==> src/sv/bbl_pkg.sv <==
// Shared types, constants and the reciprocal table of the 3x3 box blur.
`timescale 1ns / 1ps
package bbl_pkg;

  localparam int MAX_WIDTH_DEF = 1024;
  localparam int HEIGHT_LIMIT  = 4096;
  localparam int CFG_W_BITS    = 11;
  localparam int CFG_H_BITS    = 13;
  localparam int CFG_BITS      = 13;
  localparam int ROW_BITS      = 14;
  localparam int PIX_BITS      = 8;
  localparam int RGB_BITS      = 24;
  localparam int SUM_BITS      = 12;
  localparam int NUM_BITS      = 13;
  localparam int CNT_BITS      = 4;
  localparam int RECIP_BITS    = 20;
  localparam int RECIP_SHIFT   = 20;
  localparam int NUM_LANES     = 3;
  localparam int WIN_SIZE      = 9;

  localparam logic REG_WIDTH  = 1'b0;
  localparam logic REG_HEIGHT = 1'b1;

  localparam logic OP_PIXEL = 1'b0;
  localparam logic OP_FLUSH = 1'b1;

  typedef struct packed {
    logic                sum_en;
    logic                mul_en;
    logic [8:0]          mask;
    logic [CNT_BITS-1:0] count;
  } lane_ctl_t;

  // ceil(2^20 / (2*count)); exact for every numerator up to 2*9*255+9.
  function automatic logic [RECIP_BITS-1:0] recip(input logic [CNT_BITS-1:0] cnt);
    logic [RECIP_BITS-1:0] r;
    case (cnt)
      4'd2:    r = 20'd262144;
      4'd3:    r = 20'd174763;
      4'd4:    r = 20'd131072;
      4'd5:    r = 20'd104858;
      4'd6:    r = 20'd87382;
      4'd7:    r = 20'd74899;
      4'd8:    r = 20'd65536;
      4'd9:    r = 20'd58255;
      default: r = 20'd524288;
    endcase
    return r;
  endfunction

endpackage

==> src/sv/bbl_lane.sv <==
// One color channel lane: masked 3x3 sum, then rounded division by the count.
`timescale 1ns / 1ps
module bbl_lane (
  input  logic                         clk_i,
  input  bbl_pkg::lane_ctl_t           ctl_i,
  input  logic [bbl_pkg::PIX_BITS-1:0] pix_i [9],
  output logic [bbl_pkg::PIX_BITS-1:0] mean_o
);
  import bbl_pkg::*;

  logic [SUM_BITS-1:0]               sum_d, sum_q;
  logic [CNT_BITS-1:0]               cnt_q;
  logic [NUM_BITS-1:0]               num;
  logic [NUM_BITS+RECIP_BITS-1:0]    prod_q;

  always_comb begin
    sum_d = '0;
    for (int i = 0; i < WIN_SIZE; i++) begin
      if (ctl_i.mask[i]) begin
        sum_d = sum_d + SUM_BITS'(pix_i[i]);
      end
    end
  end

  // Half-up rounding: (2*sum + count) / (2*count).
  assign num = {sum_q, 1'b0} + NUM_BITS'(cnt_q);

  always_ff @(posedge clk_i) begin
    if (ctl_i.sum_en) begin
      sum_q <= sum_d;
      cnt_q <= ctl_i.count;
    end
    if (ctl_i.mul_en) begin
      prod_q <= (NUM_BITS+RECIP_BITS)'(num) * (NUM_BITS+RECIP_BITS)'(recip(cnt_q));
    end
  end

  assign mean_o = prod_q[RECIP_SHIFT +: PIX_BITS];

endmodule

==> config.mk <==
export PLATFORM = sky130hd
export DESIGN_NAME = bbl_lane
export DESIGN_NICKNAME = d
export VERILOG_FILES = /design/src/sv/bbl_pkg.sv /design/src/sv/bbl_lane.sv
export SDC_FILE = /design/constraint.sdc
export NUM_CORES = 1
export LEC_CHECK = 0
export BUFFER_PORTS_ARGS = -buffer_cell sky130_fd_sc_hd__buf_2
export CORE_MARGIN = 2
export CORE_UTILIZATION = 55
export DETAILED_ROUTE_END_ITERATION = 8
export PLACE_DENSITY = 0.77
export SLEW_MARGIN = 20
export SYNTH_ARGS = -nofsm -noshare
export SYNTH_HDL_FRONTEND = slang
export SYNTH_SLANG_ARGS = --single-unit
export TNS_END_PERCENT = 50
==> constraint.sdc <==
create_clock -name clk_i -period 12.65 [get_ports clk_i]
set_input_delay 2.53 -clock clk_i [delete_from_list [all_inputs] [get_ports clk_i]]
set_output_delay 2.53 -clock clk_i [all_outputs]
set_load 0.05 [all_outputs]
==> qor.yml <==
leakage_nw: 6.25
synth_top_area_cell: "fa_1"
cp_max_fo: 8
ff_latch_area_mm2: 0.00106
slew_headroom: 0.256
routed_wl_um: 27700
clock.fmax_ghz: 0.0882
cts_buffer_depth: 2
drcViolationCount: 0
synth.distinct_cells: 74
cts_buffers: 5
port_buffers: 95
synth_top_area_frac: 0.326
finalMaxSlewViolations: 0
grt_pass1_vias: 9976
finalSetupTns_ns: 0
synthCells: 1361
finish.net_count: 1838
fillers: 1898
first_iter_violations: 575
crit_arrival_ns: 11.38
critPathKind: "in2reg"
synthToLayoutAreaGrowth_pct: 7.27
die_width_um: 153
drive_above_1_share: 0.118
grt_usage: 0.249
power_density_mw_per_mm2: 236
drt-pass1-iter-count: 7
fin_skew_ns: 0.00848
ir_drop_mv: 0.192
wl_per_cell_um: 16.2
hold_class: "reg2reg"
rows: 54
synth_edf_count: 24
setup_viol: 0
endpoint_kind: "flop"
status: "completed"
initial_utilization: 0.559
tightest_slew_ns: 1.12
cpMaxStageDelayCell: "fa_1"
finalHoldViolCount: 0
cp_common_cell: "ha_1"
grt_max_degree: 22
min_period_over_period: 0.896
syn_area_mm2: 0.0122
clk_pin_slew_ns: 0.06
core_mm2: 0.0218
yosysWarnings: 0
avgSynthCellArea_um2: 8.93
ys.flop_type: "edfxtp_1"
dp_slack_ns: 1.05
io_pins: 96
vias: 9476
fin_ws_ns: 1.32
design.die.area_mm2: 0.0233
antenna_found_initial: 0
cts_htree_levels: 2
die_h_um: 153
dp_hpwl_um: 22900
postCtsSetupRepairBufs: 0
gp_congestion: 0.859
clk_latency_ns: 0.30
cts_tree: "done"
hold_buffers: 0
cts.root.buffer_cell: "clkbuf_16"
grt_first_pass_wirelength_um: 47600
rsz0062_at_grt: "no"
async_reset_ff_frac: 0
crit_required_ns: 12.70
cts_resized: 0
yosysSeqAreaShare: 0.0873
ant_nets: 0
grt_remaining_overflow: 0
fin_crit_ns: 11.33
ys_top_cells_by_area: "fa_1, ha_1, inv_1"
max_stage_delay_ns: 0.41
ys_ff_latch: 41
n_antenna_cell: 0
clock_sinks: 41
multiInputGateArea_mm2: 0.0101
start_kind: "primary input"
vias_per_cell: 5.55
maxCapViolCount: 0
synthesis.nets: 1772
-- worst paths after layout --
kind                            from                   end  slack [ns]  cells past startpoint
setup / recovery            ctl_i[4]   sum_q[11]$_DFFE_PP_        1.32                     45
hold reg to reg   cnt_q[3]$_DFFE_PP_                  flop        0.66                      2
hold / removal    cnt_q[3]$_DFFE_PP_                  flop        0.66                      2
setup reg to reg  sum_q[0]$_DFFE_PP_  prod_q[27]$_DFFE_PP_        4.88                     23
-- cell families (layout without fill, tap and decap cells) --
kind of cell,Yosys count,after routing,share of synthesized area
AND/OR/NAND/NOR,387,387,0.156
adder cells (fa/ha/maj),323,323,0.455
buffers and inverters,280,347,0.0866
AO/OA/AOI/OAI,224,224,0.126
XOR/XNOR,69,69,0.0559
flip-flops,41,41,0.0873
multiplexers,37,37,0.0342
-- cell usage in the layout (no fill, tap or decap), drive strengths merged, types with 4 or more instances in the layout --
| master | n |
|---|---|
| mux2i | 10 |
| nand4 | 4 |
| nor2 | 53 |
| xor2 | 16 |
| o21ai | 50 |
| or2 | 4 |
| nor3 | 17 |
| and2 | 53 |
| o211ai | 5 |
| buf | 101 |
| and3 | 7 |
| a21boi | 4 |
| inv | 237 |
| mux2 | 27 |
| o21a | 31 |
| nor2b | 61 |
| o21bai | 7 |
| fa | 198 |
| o31ai | 6 |
| ha | 125 |
| xnor2 | 52 |
| nand2b | 9 |
| nand3 | 11 |
| edfxtp | 24 |
| a211oi | 14 |
| o31a | 10 |
| dfxtp | 17 |
| clkbuf | 6 |
| a21oi | 43 |
| a21o | 30 |
| a31oi | 4 |
| nand2 | 160 |
-- per-layer routing --
metal | GRT usage | vias to the layer above | wire length [um]
li1 | - | 4496 | -
met1 | 0.337 | 4587 | 11700
met2 | 0.415 | 335 | 13300
met3 | 0.0407 | 58 | 2050
met4 | 0.0754 | 0 | 717
met5 | 0 | - | 0
-- where the power goes --
| part | internal [mW] | leakage (nW) | switching [mW] |
|---|---|---|---|
| Clock | 0.0731 | 0.0631 | 0.0545 |
| Sequential | 0.237 | 0.375 | 0.0431 |
| Combinational | 1.14 | 5.81 | 1.53 |
-- through the flow --
| stage | total power [mW] | util | instance area [um^2] | hold slack (ns) | std cells |
|---|---|---|---|---|---|
| 3_3_place_gp | 2.83 | 0.593 | 12900 | 0.643 | 1700 |
| 5_1_grt | 3.49 | 0.600 | 13000 | 0.672 | 1708 |
| 4_1_cts | 3.09 | 0.600 | 13000 | 0.654 | 1708 |
| 2_1_floorplan | 2.30 | - | 12200 | 0.595 | 1361 |
| 3_5_place_dp | 2.94 | 0.593 | 12900 | 0.644 | 1700 |
| 6_report | 3.08 | 0.600 | 13000 | 0.656 | 1708 |
-- cell type report --
type | count | area share
multi-input combinational | 1040 | 0.772
sequential | 41 | 0.0813
inverter | 238 | 0.0685
timing repair buffer | 101 | 0.0399
tap | 280 | 0.0269
clock buffer | 6 | 0.00988
clock inverter | 2 | 0.00115
-- critical path, delay by kind of cell --
| family | cells | cell delay (ns) |
|---|---|---|
| AO/OA/AOI/OAI | 22 | 3.74 |
| XOR/XNOR | 3 | 0.36 |
| adder cells (fa/ha/maj) | 9 | 2.91 |
| buffers and inverters | 3 | 0.29 |
| multiplexers | 3 | 0.88 |
| AND/OR/NAND/NOR | 5 | 0.66 |
-- cell usage after synthesis (all sizes together), types with 11 or more instances --
master,instances
dfxtp,17
fa,198
a211oi,14
nor3,17
nand2,160
clkbuf,38
o21ai,50
and2,53
o21a,31
inv,237
nor2,53
xor2,16
nand3,11
mux2,27
a21oi,43
edfxtp,24
a21o,30
nor2b,61
xnor2,52
ha,125
(Power assumes the default switching activity.)
